===== src/rtl/core/assert_macros.svh =====
// ----------------------------------------------------------------------------
// Assertion macros
// Shared concurrent assertion forms, clocked on i_clk, off during reset.
// ----------------------------------------------------------------------------
`ifndef ASSERT_MACROS_SVH
`define ASSERT_MACROS_SVH

// same-cycle implication
`define OCTA_ASSERT_IMP(label, ante, cons) \
    label: assert property (@(posedge i_clk) disable iff (!i_rst_n) (ante) |-> (cons)) \
        else $error("octa assertion failed");

// next-cycle implication
`define OCTA_ASSERT_NXT(label, ante, cons) \
    label: assert property (@(posedge i_clk) disable iff (!i_rst_n) (ante) |=> (cons)) \
        else $error("octa assertion failed");

`endif


===== src/rtl/core/octa_pkg.sv =====
// ----------------------------------------------------------------------------
// Octant atan2 package
// Widths, direction codes, pipeline stage types and the arctangent ROM.
// ----------------------------------------------------------------------------
package octa_pkg;

    localparam int COORD_W = 15;
    localparam int DIFF_W  = 16;
    localparam int MAG_W   = 15;
    localparam int QUO_W   = 7;
    localparam int ANG_W   = 7;
    localparam int ROM_W   = 5;
    localparam int ROM_N   = 128;

    localparam logic [ANG_W-1:0] ANG_E  = 7'd0;
    localparam logic [ANG_W-1:0] ANG_NE = 7'd16;
    localparam logic [ANG_W-1:0] ANG_N  = 7'd32;
    localparam logic [ANG_W-1:0] ANG_NW = 7'd48;
    localparam logic [ANG_W-1:0] ANG_W_ = 7'd64;
    localparam logic [ANG_W-1:0] ANG_SW = 7'd80;
    localparam logic [ANG_W-1:0] ANG_S  = 7'd96;
    localparam logic [ANG_W-1:0] ANG_SE = 7'd112;

    localparam logic [ROM_W-1:0] ATAN_ROM [ROM_N] = '{
        5'd0,  5'd0,  5'd0,  5'd0,  5'd0,  5'd1,  5'd1,  5'd1,
        5'd1,  5'd1,  5'd1,  5'd2,  5'd2,  5'd2,  5'd2,  5'd2,
        5'd2,  5'd3,  5'd3,  5'd3,  5'd3,  5'd3,  5'd3,  5'd4,
        5'd4,  5'd4,  5'd4,  5'd4,  5'd4,  5'd4,  5'd5,  5'd5,
        5'd5,  5'd5,  5'd5,  5'd5,  5'd5,  5'd6,  5'd6,  5'd6,
        5'd6,  5'd6,  5'd6,  5'd6,  5'd7,  5'd7,  5'd7,  5'd7,
        5'd7,  5'd7,  5'd7,  5'd8,  5'd8,  5'd8,  5'd8,  5'd8,
        5'd8,  5'd8,  5'd9,  5'd9,  5'd9,  5'd9,  5'd9,  5'd9,
        5'd9,  5'd9,  5'd10, 5'd10, 5'd10, 5'd10, 5'd10, 5'd10,
        5'd10, 5'd10, 5'd11, 5'd11, 5'd11, 5'd11, 5'd11, 5'd11,
        5'd11, 5'd11, 5'd11, 5'd12, 5'd12, 5'd12, 5'd12, 5'd12,
        5'd12, 5'd12, 5'd12, 5'd12, 5'd13, 5'd13, 5'd13, 5'd13,
        5'd13, 5'd13, 5'd13, 5'd13, 5'd13, 5'd13, 5'd14, 5'd14,
        5'd14, 5'd14, 5'd14, 5'd14, 5'd14, 5'd14, 5'd14, 5'd14,
        5'd14, 5'd15, 5'd15, 5'd15, 5'd15, 5'd15, 5'd15, 5'd15,
        5'd15, 5'd15, 5'd15, 5'd15, 5'd15, 5'd16, 5'd16, 5'd16
    };

    typedef struct packed {
        logic             valid;
        logic [MAG_W-1:0] dx;
        logic [MAG_W-1:0] dy;
        logic             right;
        logic             up;
    } t_delta;

    typedef struct packed {
        logic             valid;
        logic             special;
        logic [ANG_W-1:0] spec_angle;
        logic             shallow;
        logic             right;
        logic             up;
        logic [MAG_W-1:0] mx;
        logic [MAG_W-1:0] rem;
        logic [QUO_W-1:0] quo;
    } t_div;

endpackage


===== src/rtl/core/octa_ifs.sv =====
// ----------------------------------------------------------------------------
// Octant atan2 stream interfaces
// Point-pair input channel and angle output channel, valid/ready handshake.
// ----------------------------------------------------------------------------
interface octa_pt_if;
    logic                                valid;
    logic                                ready;
    logic signed [octa_pkg::COORD_W-1:0] from_x;
    logic signed [octa_pkg::COORD_W-1:0] from_y;
    logic signed [octa_pkg::COORD_W-1:0] to_x;
    logic signed [octa_pkg::COORD_W-1:0] to_y;

    modport source (output valid, from_x, from_y, to_x, to_y, input ready);
    modport sink   (input valid, from_x, from_y, to_x, to_y, output ready);
endinterface

interface octa_ang_if;
    logic                          valid;
    logic                          ready;
    logic [octa_pkg::ANG_W-1:0]    angle;

    modport source (output valid, angle, input ready);
    modport sink   (input valid, angle, output ready);
endinterface


===== src/rtl/core/octa_prep.sv =====
// ----------------------------------------------------------------------------
// Octant atan2 front end
// Two stages: signed differences and magnitudes, then special-case
// classification and min/max selection for the divider.
// ----------------------------------------------------------------------------
module octa_prep (
    input  logic                                i_clk,
    input  logic                                i_rst_n,
    input  logic                                i_adv,
    input  logic                                i_valid,
    input  logic signed [octa_pkg::COORD_W-1:0] i_from_x,
    input  logic signed [octa_pkg::COORD_W-1:0] i_from_y,
    input  logic signed [octa_pkg::COORD_W-1:0] i_to_x,
    input  logic signed [octa_pkg::COORD_W-1:0] i_to_y,
    output octa_pkg::t_div                      o_div
);

    logic signed [octa_pkg::DIFF_W-1:0] n_sdx;
    logic signed [octa_pkg::DIFF_W-1:0] n_sdy;
    logic        [octa_pkg::DIFF_W-1:0] n_adx;
    logic        [octa_pkg::DIFF_W-1:0] n_ady;
    octa_pkg::t_delta                   n_delta;
    octa_pkg::t_delta                   r_delta;
    octa_pkg::t_div                     n_div;
    octa_pkg::t_div                     r_div;

    always_comb begin
        n_sdx = octa_pkg::DIFF_W'(i_to_x) - octa_pkg::DIFF_W'(i_from_x);
        n_sdy = octa_pkg::DIFF_W'(i_to_y) - octa_pkg::DIFF_W'(i_from_y);
        n_adx = n_sdx[octa_pkg::DIFF_W-1] ? -n_sdx : n_sdx;
        n_ady = n_sdy[octa_pkg::DIFF_W-1] ? -n_sdy : n_sdy;
        n_delta.valid = i_valid;
        n_delta.dx    = n_adx[octa_pkg::MAG_W-1:0];
        n_delta.dy    = n_ady[octa_pkg::MAG_W-1:0];
        n_delta.right = !n_sdx[octa_pkg::DIFF_W-1];
        n_delta.up    = n_sdy[octa_pkg::DIFF_W-1] || (n_sdy == '0);
    end

    always_ff @(posedge i_clk) begin
        if (!i_rst_n) begin
            r_delta.valid <= 1'b0;
        end else if (i_adv) begin
            r_delta <= n_delta;
        end
    end

    always_comb begin
        n_div.valid   = r_delta.valid;
        n_div.right   = r_delta.right;
        n_div.up      = r_delta.up;
        n_div.shallow = r_delta.dy < r_delta.dx;
        n_div.mx      = n_div.shallow ? r_delta.dx : r_delta.dy;
        n_div.rem     = n_div.shallow ? r_delta.dy : r_delta.dx;
        n_div.quo     = '0;
        n_div.special = 1'b1;
        priority if (r_delta.dx == r_delta.dy) begin
            if (r_delta.right) begin
                n_div.spec_angle = r_delta.up ? octa_pkg::ANG_NE : octa_pkg::ANG_SE;
            end else begin
                n_div.spec_angle = r_delta.up ? octa_pkg::ANG_NW : octa_pkg::ANG_SW;
            end
        end else if (r_delta.dx == '0) begin
            n_div.spec_angle = r_delta.up ? octa_pkg::ANG_N : octa_pkg::ANG_S;
        end else if (r_delta.dy == '0) begin
            n_div.spec_angle = r_delta.right ? octa_pkg::ANG_E : octa_pkg::ANG_W_;
        end else begin
            n_div.special    = 1'b0;
            n_div.spec_angle = octa_pkg::ANG_E;
        end
    end

    always_ff @(posedge i_clk) begin
        if (!i_rst_n) begin
            r_div.valid <= 1'b0;
        end else if (i_adv) begin
            r_div <= n_div;
        end
    end

    assign o_div = r_div;

endmodule


===== src/rtl/core/octa_div_step.sv =====
// ----------------------------------------------------------------------------
// Octant atan2 divider step
// One restoring division stage: yields one quotient bit of min/max.
// ----------------------------------------------------------------------------
`include "assert_macros.svh"

module octa_div_step (
    input  logic           i_clk,
    input  logic           i_rst_n,
    input  logic           i_adv,
    input  octa_pkg::t_div i_div,
    output octa_pkg::t_div o_div
);

    logic [octa_pkg::MAG_W:0] n_rem2;
    logic [octa_pkg::MAG_W:0] n_diff;
    logic                     n_bit;
    octa_pkg::t_div           n_div;
    octa_pkg::t_div           r_div;

    always_comb begin
        n_rem2 = {i_div.rem, 1'b0};
        n_diff = n_rem2 - {1'b0, i_div.mx};
        n_bit  = n_rem2 >= {1'b0, i_div.mx};
        n_div      = i_div;
        n_div.rem  = n_bit ? n_diff[octa_pkg::MAG_W-1:0] : n_rem2[octa_pkg::MAG_W-1:0];
        n_div.quo  = {i_div.quo[octa_pkg::QUO_W-2:0], n_bit};
    end

    always_ff @(posedge i_clk) begin
        if (!i_rst_n) begin
            r_div.valid <= 1'b0;
        end else if (i_adv) begin
            r_div <= n_div;
        end
    end

    assign o_div = r_div;

    `OCTA_ASSERT_IMP(a_rem_below_max, r_div.valid && !r_div.special, r_div.rem < r_div.mx)
    `OCTA_ASSERT_IMP(a_max_nonzero, r_div.valid && !r_div.special, r_div.mx != '0)

endmodule


===== src/rtl/core/octa_fold.sv =====
// ----------------------------------------------------------------------------
// Octant atan2 fold stage
// Arctangent ROM lookup, octant folding and the output register.
// ----------------------------------------------------------------------------
`include "assert_macros.svh"

module octa_fold (
    input  logic                        i_clk,
    input  logic                        i_rst_n,
    input  logic                        i_adv,
    input  octa_pkg::t_div              i_div,
    output logic                        o_valid,
    output logic [octa_pkg::ANG_W-1:0]  o_angle
);

    logic [octa_pkg::ANG_W-1:0] n_a;
    logic [octa_pkg::ANG_W-1:0] n_angle;
    logic                       r_valid;
    logic [octa_pkg::ANG_W-1:0] r_angle;

    always_comb begin
        n_a = octa_pkg::ANG_W'(octa_pkg::ATAN_ROM[i_div.quo]);
        unique case ({i_div.shallow, i_div.right, i_div.up})
            3'b111:  n_angle = n_a;
            3'b110:  n_angle = octa_pkg::ANG_E - n_a;
            3'b101:  n_angle = octa_pkg::ANG_W_ - n_a;
            3'b100:  n_angle = octa_pkg::ANG_W_ + n_a;
            3'b011:  n_angle = octa_pkg::ANG_N - n_a;
            3'b010:  n_angle = octa_pkg::ANG_S + n_a;
            3'b001:  n_angle = octa_pkg::ANG_N + n_a;
            3'b000:  n_angle = octa_pkg::ANG_S - n_a;
            default: n_angle = octa_pkg::ANG_E;
        endcase
        if (i_div.special) begin
            n_angle = i_div.spec_angle;
        end
    end

    always_ff @(posedge i_clk) begin
        if (!i_rst_n) begin
            r_valid <= 1'b0;
        end else if (i_adv) begin
            r_valid <= i_div.valid;
            r_angle <= n_angle;
        end
    end

    assign o_valid = r_valid;
    assign o_angle = r_angle;

    `OCTA_ASSERT_NXT(a_valid_lands, i_adv && i_div.valid, r_valid)
    `OCTA_ASSERT_IMP(a_special_on_octant, i_div.valid && i_div.special, i_div.spec_angle[3:0] == 4'd0)

endmodule


===== src/rtl/core/octant_atan2_angle.sv =====
// ----------------------------------------------------------------------------
// Octant atan2 angle unit
// Direction code (128 steps per turn, y down) from one point to another.
//
// i_pt carries one point pair per transaction (from_x, from_y, to_x, to_y,
// 15-bit signed, 7 fraction bits). o_ang returns one 7-bit angle per pair:
// 0 right, 32 up, 64 left, 96 down; equal points give 16.
// Stages: magnitudes, classification, seven restoring divide stages (one
// quotient bit each), then ROM lookup and fold into the output register.
// One transaction is taken per cycle when not stalled; the divide chain
// sets the depth. Reset clears all stage valid bits; no transaction is in
// flight afterward. When the receiver stalls with a result held, the whole
// pipeline freezes and i_pt.ready drops; nothing is lost or repeated.
// ----------------------------------------------------------------------------
module octant_atan2_angle (
    input  logic       i_clk,
    input  logic       i_rst_n,
    octa_pt_if.sink    i_pt,
    octa_ang_if.source o_ang
);

    logic                       w_adv;
    logic                       w_valid;
    logic [octa_pkg::ANG_W-1:0] w_angle;
    octa_pkg::t_div             w_div [octa_pkg::QUO_W+1];

    assign w_adv      = !w_valid || o_ang.ready;
    assign i_pt.ready = w_adv;

    octa_prep u_prep (
        .i_clk    (i_clk),
        .i_rst_n  (i_rst_n),
        .i_adv    (w_adv),
        .i_valid  (i_pt.valid),
        .i_from_x (i_pt.from_x),
        .i_from_y (i_pt.from_y),
        .i_to_x   (i_pt.to_x),
        .i_to_y   (i_pt.to_y),
        .o_div    (w_div[0])
    );

    for (genvar g = 0; g < octa_pkg::QUO_W; g++) begin : g_div
        octa_div_step u_step (
            .i_clk   (i_clk),
            .i_rst_n (i_rst_n),
            .i_adv   (w_adv),
            .i_div   (w_div[g]),
            .o_div   (w_div[g+1])
        );
    end

    octa_fold u_fold (
        .i_clk   (i_clk),
        .i_rst_n (i_rst_n),
        .i_adv   (w_adv),
        .i_div   (w_div[octa_pkg::QUO_W]),
        .o_valid (w_valid),
        .o_angle (w_angle)
    );

    assign o_ang.valid = w_valid;
    assign o_ang.angle = w_angle;

endmodule

===== src/flat_wrapper.sv =====
// flat-port wrapper written by rule: the top's interface ports become plain ports
module octant_atan2_angle_flat 
  (i_clk, i_rst_n, i_pt_valid, i_pt_from_x, i_pt_from_y, i_pt_to_x, i_pt_to_y, i_pt_ready, o_ang_valid, o_ang_angle, o_ang_ready);
  octa_pt_if i_pt_i ();
  octa_ang_if o_ang_i ();
  input  logic i_clk;
  input  logic i_rst_n;
  input wire logic [$bits(i_pt_i.valid)-1:0] i_pt_valid;
  input wire logic [$bits(i_pt_i.from_x)-1:0] i_pt_from_x;
  input wire logic [$bits(i_pt_i.from_y)-1:0] i_pt_from_y;
  input wire logic [$bits(i_pt_i.to_x)-1:0] i_pt_to_x;
  input wire logic [$bits(i_pt_i.to_y)-1:0] i_pt_to_y;
  output wire logic [$bits(i_pt_i.ready)-1:0] i_pt_ready;
  output wire logic [$bits(o_ang_i.valid)-1:0] o_ang_valid;
  output wire logic [$bits(o_ang_i.angle)-1:0] o_ang_angle;
  input wire logic [$bits(o_ang_i.ready)-1:0] o_ang_ready;
  assign i_pt_i.valid = i_pt_valid;
  assign i_pt_i.from_x = i_pt_from_x;
  assign i_pt_i.from_y = i_pt_from_y;
  assign i_pt_i.to_x = i_pt_to_x;
  assign i_pt_i.to_y = i_pt_to_y;
  assign i_pt_ready = i_pt_i.ready;
  assign o_ang_valid = o_ang_i.valid;
  assign o_ang_angle = o_ang_i.angle;
  assign o_ang_i.ready = o_ang_ready;
  octant_atan2_angle u_core (.i_clk(i_clk), .i_rst_n(i_rst_n), .i_pt(i_pt_i), .o_ang(o_ang_i));
endmodule

===== config.mk =====
export PLATFORM = sky130hd
export DESIGN_NAME = octant_atan2_angle_flat
export DESIGN_NICKNAME = d
export VERILOG_FILES = /design/src/rtl/core/octa_pkg.sv /design/src/rtl/core/octa_ifs.sv /design/src/rtl/core/octa_prep.sv /design/src/rtl/core/octa_div_step.sv /design/src/rtl/core/octa_fold.sv /design/src/rtl/core/octant_atan2_angle.sv /design/src/flat_wrapper.sv
export VERILOG_INCLUDE_DIRS = /design/src /design/src/rtl/core
export SDC_FILE = /design/constraint.sdc
export NUM_CORES = 1
export LEC_CHECK = 0
export BUFFER_PORTS_ARGS = -buffer_cell sky130_fd_sc_hd__buf_2
export CAP_MARGIN = 20
export CORE_MARGIN = 4
export CORE_UTILIZATION = 62
export CTS_CLUSTER_DIAMETER = 60
export CTS_CLUSTER_SIZE = 8
export DETAILED_ROUTE_END_ITERATION = 6
export PLACE_DENSITY = 0.8
export SLEW_MARGIN = 0
export SYNTH_ARGS = -nofsm -noshare
export SYNTH_HDL_FRONTEND = slang
export SYNTH_SLANG_ARGS = --single-unit
export TNS_END_PERCENT = 1

===== constraint.sdc =====
create_clock -name i_clk -period 26 [get_ports i_clk]
set_input_delay 2.6 -clock i_clk [delete_from_list [all_inputs] [get_ports i_clk]]
set_output_delay 2.6 -clock i_clk [all_outputs]
set_load 0.1 [all_outputs]

# After elaboration in Yosys (flattened, before gate mapping)
# Memories as Yosys holds them, arrays and structs flattened.
# Index checks and enable logic that the tools add are counted.
# word_totals
latchBits	0
mem_bits_rw	0
register_bits	375
elab_cells	151
n_memories	1
mem_bits_ro	640
# memory_table
memory	depth	width	rd	rd_ports_with_merged_regs	wr	line	rtl
(no name shown)	128	5	1	0	0	octa_fold.sv:22	n_a = octa_pkg::ANG_W'(octa_pkg::ATAN_ROM[i_div.quo]);
# op_classes
n_bitwise	1
reduce_logical	10
div	0
shifts	0
order_cmp	9
add_sub_neg	17
eq_ne	8
mul	0
mux	23
# op_table
operator	count
$mux W15	10
$ge A16 B15 Y1	7
$sub A15 B15 Y15	6
$mux W7	9
$pmux W7 S8	1
$sub A15 B15 Y16	2
$logic_not A15 Y1	2
$neg A15 Y15	2
$logic_not A16 Y1	1
$eq A15 B15 Y1	1
$lt A15 B15 Y1	1
$eq A3 B3 Y1 const B	4
$mux W5	2
$ge A8 B8 Y1 const B	1
$not A7 Y8	1
$add A6 B5 Y7 const A	1
$add A6 B6 Y7 const A	1
$add A7 B5 Y7 const A	1
$sub A6 B5 Y7 const A	1
$sub A6 B6 Y7 const A	1
$sub A7 B5 Y7 const A	1
$eq A3 B2 Y1 const B	2
$sub A1 B5 Y6 const A	1
$eq A3 B1 Y1 const B	1
6 further kinds	8

# Longest topological paths before layout
# depth
ltp_word	7
ltp_mapped	13

# Cells and area by module
# Synthesis repeated with hierarchy kept, for this count alone.
# unflattened
hier_cells	2038
area_unflattened_um2	23726.5
# modules_own_cells
mod	instances	area_per_inst_um2	cells_per_inst
octa_div_step at u_core.g_div[0].u_step ...	6	2404.8	183
octa_prep	1	5750.5	636
octa_div_step at u_core.g_div[4].u_step	1	2492.4	182
octa_fold	1	1048.5	121
octant_atan2_angle	1	6.3	1

# Worst setup path before layout
# OpenSTA, ideal clock, no wires.
# synth_timing
path_type	input to register
start	input port o_ang_ready
end	register u_core.g_div[0].u_step.r_div, in the netlist u_core.g_div[0].u_step.o_div[0] (enable)
arrival_ps	11368
cell_stages	4
setup_time_ps	735
setup_slack_ps	13897
required_time_ps	25265
path_cell_list	nor2b_1 inv_1 clkbuf_1 and2_1
# synth_between
elab_chain_cells	2
# synth_rtl
element	line	rtl
start: declaration	flat_wrapper.sv:16	input wire logic [$bits(o_ang_i.ready)-1:0] o_ang_ready;
$logic_or A1 B1 Y1	octant_atan2_angle.sv:27	assign w_adv = !w_valid || o_ang.ready;
named net i_pt_ready	flat_wrapper.sv:13	output wire logic [$bits(i_pt_i.ready)-1:0] i_pt_ready;
$reduce_and A2 Y1 (no line)	n/a	
end signal: assignment	octa_div_step.sv:34	r_div <= n_div;
end: declaration	octa_div_step.sv:19	octa_pkg::t_div r_div;
# The timed path passes the listed nets, and every way through them passes these cells.
# A chain may end at the register's enable or synchronous reset.

# Worst setup path in the final report
# layout_timing
start	input port o_ang_ready
end	output port i_pt_ready
# layout_between
elab_chain_cells	1
# layout_rtl
element	line
$logic_or A1 B1 Y1	octant_atan2_angle.sv:27
end: declaration	flat_wrapper.sv:13
# Every way passes these cells.

==> results.yml <==
critical_path:
  path_buf_inv: 3
  slowest_stage: "nor2b_1"
  cp-start-kind: "primary input"
  cpPeakStageDelay_ns: 0.50
  crit_top_cell: "buf_2"
  ff2ff_path_depth: 10
  cp-startpoint: "o_ang_ready"
  crit_family: "buffers and inverters"
  cp_max_fo: 11
  worstPathArrival_ns: 3.91
  rrSetupSlack_ns: 22.13
  crit_required_ns: 23.40
  r2r_end: "u_core.g_div[3].u_step.o_div[17]"
  path_cells: "buf_2 -> nor2b_1 -> inv_1 -> buf_2"
  worstSetupEndpointType: "output pin"
  worst_r2r_startpoint: "u_core.g_div[2].u_step.o_div[8]"
  crit_type: "in -> out"
placement:
  placed_cell_area_um2: 19900
  gp_congestion: 0.935
  dpl.hpwl_um: 23700
  io_buffer_count: 72
run_status:
  outcome: "finished, final reports clean"
floorplanning:
  dieArea_um2: 33600
  core_um2: 30000
  ios: 73
  die-height_um: 183
  initial_core_util_pct: 63.6
  rows: 63
  die_w_um: 183
grt:
  grt_remaining_overflow: 0
  grt_pass1_vias: 13100
  track_usage_pct: 20.3
  antenna_found_initial: 0
  grt_pass1_wl_um: 57100
  grt_start_max_net_pins: 90
cells_and_area:
  area_growth_pct: 11.6
  nFillCells: 1998
  drive_above_1_share_pct: 11.8
  post-route-util_pct: 71.0
  antennaDiodeCount: 0
  fin_area_um2: 21300
  nNetsFinal: 2001
timing:
  setup-violations-final: 0
  hold_viol: 0
  finalCritPeriodShare_pct: 25.0
  fmax_mhz: 154
  tightest_slew_ns: 1.03
  min_period_ns: 6.51
  drv_slew: 0
  slew_headroom_pct: 31.1
  finalClockSkew_ns: 0.0103
  holdWs_ns: 0.412
  finalSetupTns_ns: 0
  rsz0062_at_grt: "no"
yosys:
  async_reset_ff_share_pct: 0
  synth.distinct_cells: 71
  yosysTopAreaCellShare_pct: 52.5
  synth.most_common_cell: "edfxtp_1"
  ys.flop_type: "edfxtp_1"
  synthCells: 1669
  avgSynthCellArea_um2: 11.4
  synth_top_area_cell: "edfxtp_1"
  ys_seq_elements: 343
  yosysWarnings: 0
  synth_common_cells: "edfxtp_1 (333), inv_1 (201), ha_1 (154), nand2_1 (109), a21oi_1 (106)"
  synth_nets: 1895
  synth_area_um2: 19100
  synth-edff-count: 333
  synth.yosys.seq_area_share_pct: 53.5
  synth.area.top_cells: "edfxtp_1 (52%), ha_1 (10%), inv_1 (4.0%)"
clock_network:
  numCtsBuffers: 48
  postCtsSetupBuffers: 0
  cts_num_sinks: 343
  cts_resized: 0
  cts_root_buf: "clkbuf_16"
  clock_path_buffers: 3
  clock_latency_ns: 0.54
  cts.hold.buffers_added: 0
  clk_pin_slew_worst_paths_ns: 0.05
  cts_tree: "done"
  cts_max_level: 2
worst_hold_path:
  hold_end: "u_core.g_div[6].u_step.o_div[5]"
  min_path_type: "reg -> reg"
  hold_depth: 0
  min_from: "u_core.g_div[5].u_step.o_div[4]"
detailed_routing:
  drt-total-wl_um: 34100
  drt-initial-drc-count: 766
  wl_per_cell_um: 15.6
  final_antenna_net_count: 0
  num_vias: 12700
  post-route-drc-count: 0
  vias_per_cell: 5.80
  dr.pass1.iters: 6
power_and_ir_drop:
  total_leakage_power_nw: 8.66
  pwr_density_cell_nw_per_um2: 111
  ir_worst_vdd_uv: 53.0
flow_run:
  maxCapViolations: 0
where the power goes:
group	internal, mW	switching, mW
Sequential	0.813	0.0821
Clock	0.344	0.212
Combinational	0.406	0.510
Total	1.56	0.804
registers in the layout (all words and copies together), names as in the netlist:
name / cells
u_core.u_fold.o_valid: 1
u_core.u_prep.o_div: 38
u_core.u_fold.o_angle: 7
u_core.u_prep.r_delta: 30
u_core.u_prep.n_div: 3
u_core.g_div.u_step.o_div: 264
cells by family after synthesis:
group	after synthesis	synth area share, %
and+or+nand+nor	380	9.78
muxes	57	3.34
AOI/OAI and AO/OA	384	12.6
DFF	343	53.5
adders and majority gates	163	11.0
buffers and inverters	229	4.54
xor gates and xnor gates	113	5.19
per-stage QoR:
step	power [mW]	setup slack (ns)	instances
detailed placement	1.79	19.52	2113
CTS	2.37	19.51	2187
global route	2.52	19.36	2189
floorplan	1.59	13.90	1669
global placement	1.74	19.54	2113
finish	2.37	19.49	2189
layer usage:
metal / global-route usage (%) / vias to the layer above / part of all wire [%]
met1: 20.8 / 5943 / 37
met2: 39.5 / 375 / 54
met5: 0 / - / 0
met4: 10.3 / 0 / 4.8
li1: - / 6265 / -
met3: 3.11 / 119 / 4.0
cell usage in the layout (no fill, tap or decap), drive strengths merged, types with 72 or more instances in the layout:
cell type,netlist,final
ha,154,154
a21oi,107,107
nand2,109,109
buf,4,83
edfxtp,333,333
clkbuf,23,72
xnor2,73,73
inv,202,204
o21ai,105,105
nor2,91,91
worst register-to-register path: cells and delay by family, from the launching register on:
kind / cells / cell delay (ns)
fa+ha+maj: 1 / 0.39
mux: 1 / 0.30
compound gates: 4 / 1.61
buf+inv: 1 / 0.29
simple gates: 3 / 0.65
flops: 1 / 0.39
final cells by class:
class	instances	area (µm²)	share of cell area, %
clock buffer	72	1310	6.17
clock inverter	2	40.0	0.188
inverter	202	758	3.56
multi-input combinational	1097	8010	37.7
sequential	343	10200	48.0
tap	390	488	2.29
timing repair buffer	83	460	2.16
worst max-delay path by stage:
stage                                                 end  slack (ns)  cells past startpoint
after floorplan           u_core.g_div[0].u_step.o_div[0]       13.90                      4
after global placement                         i_pt_ready       19.54                      4
after detailed placement                       i_pt_ready       19.52                      4
after CTS                                      i_pt_ready       19.51                      4
after global routing                           i_pt_ready       19.36                      4
final                                          i_pt_ready       19.49                      4
Power figures use the tool's default switching activity.
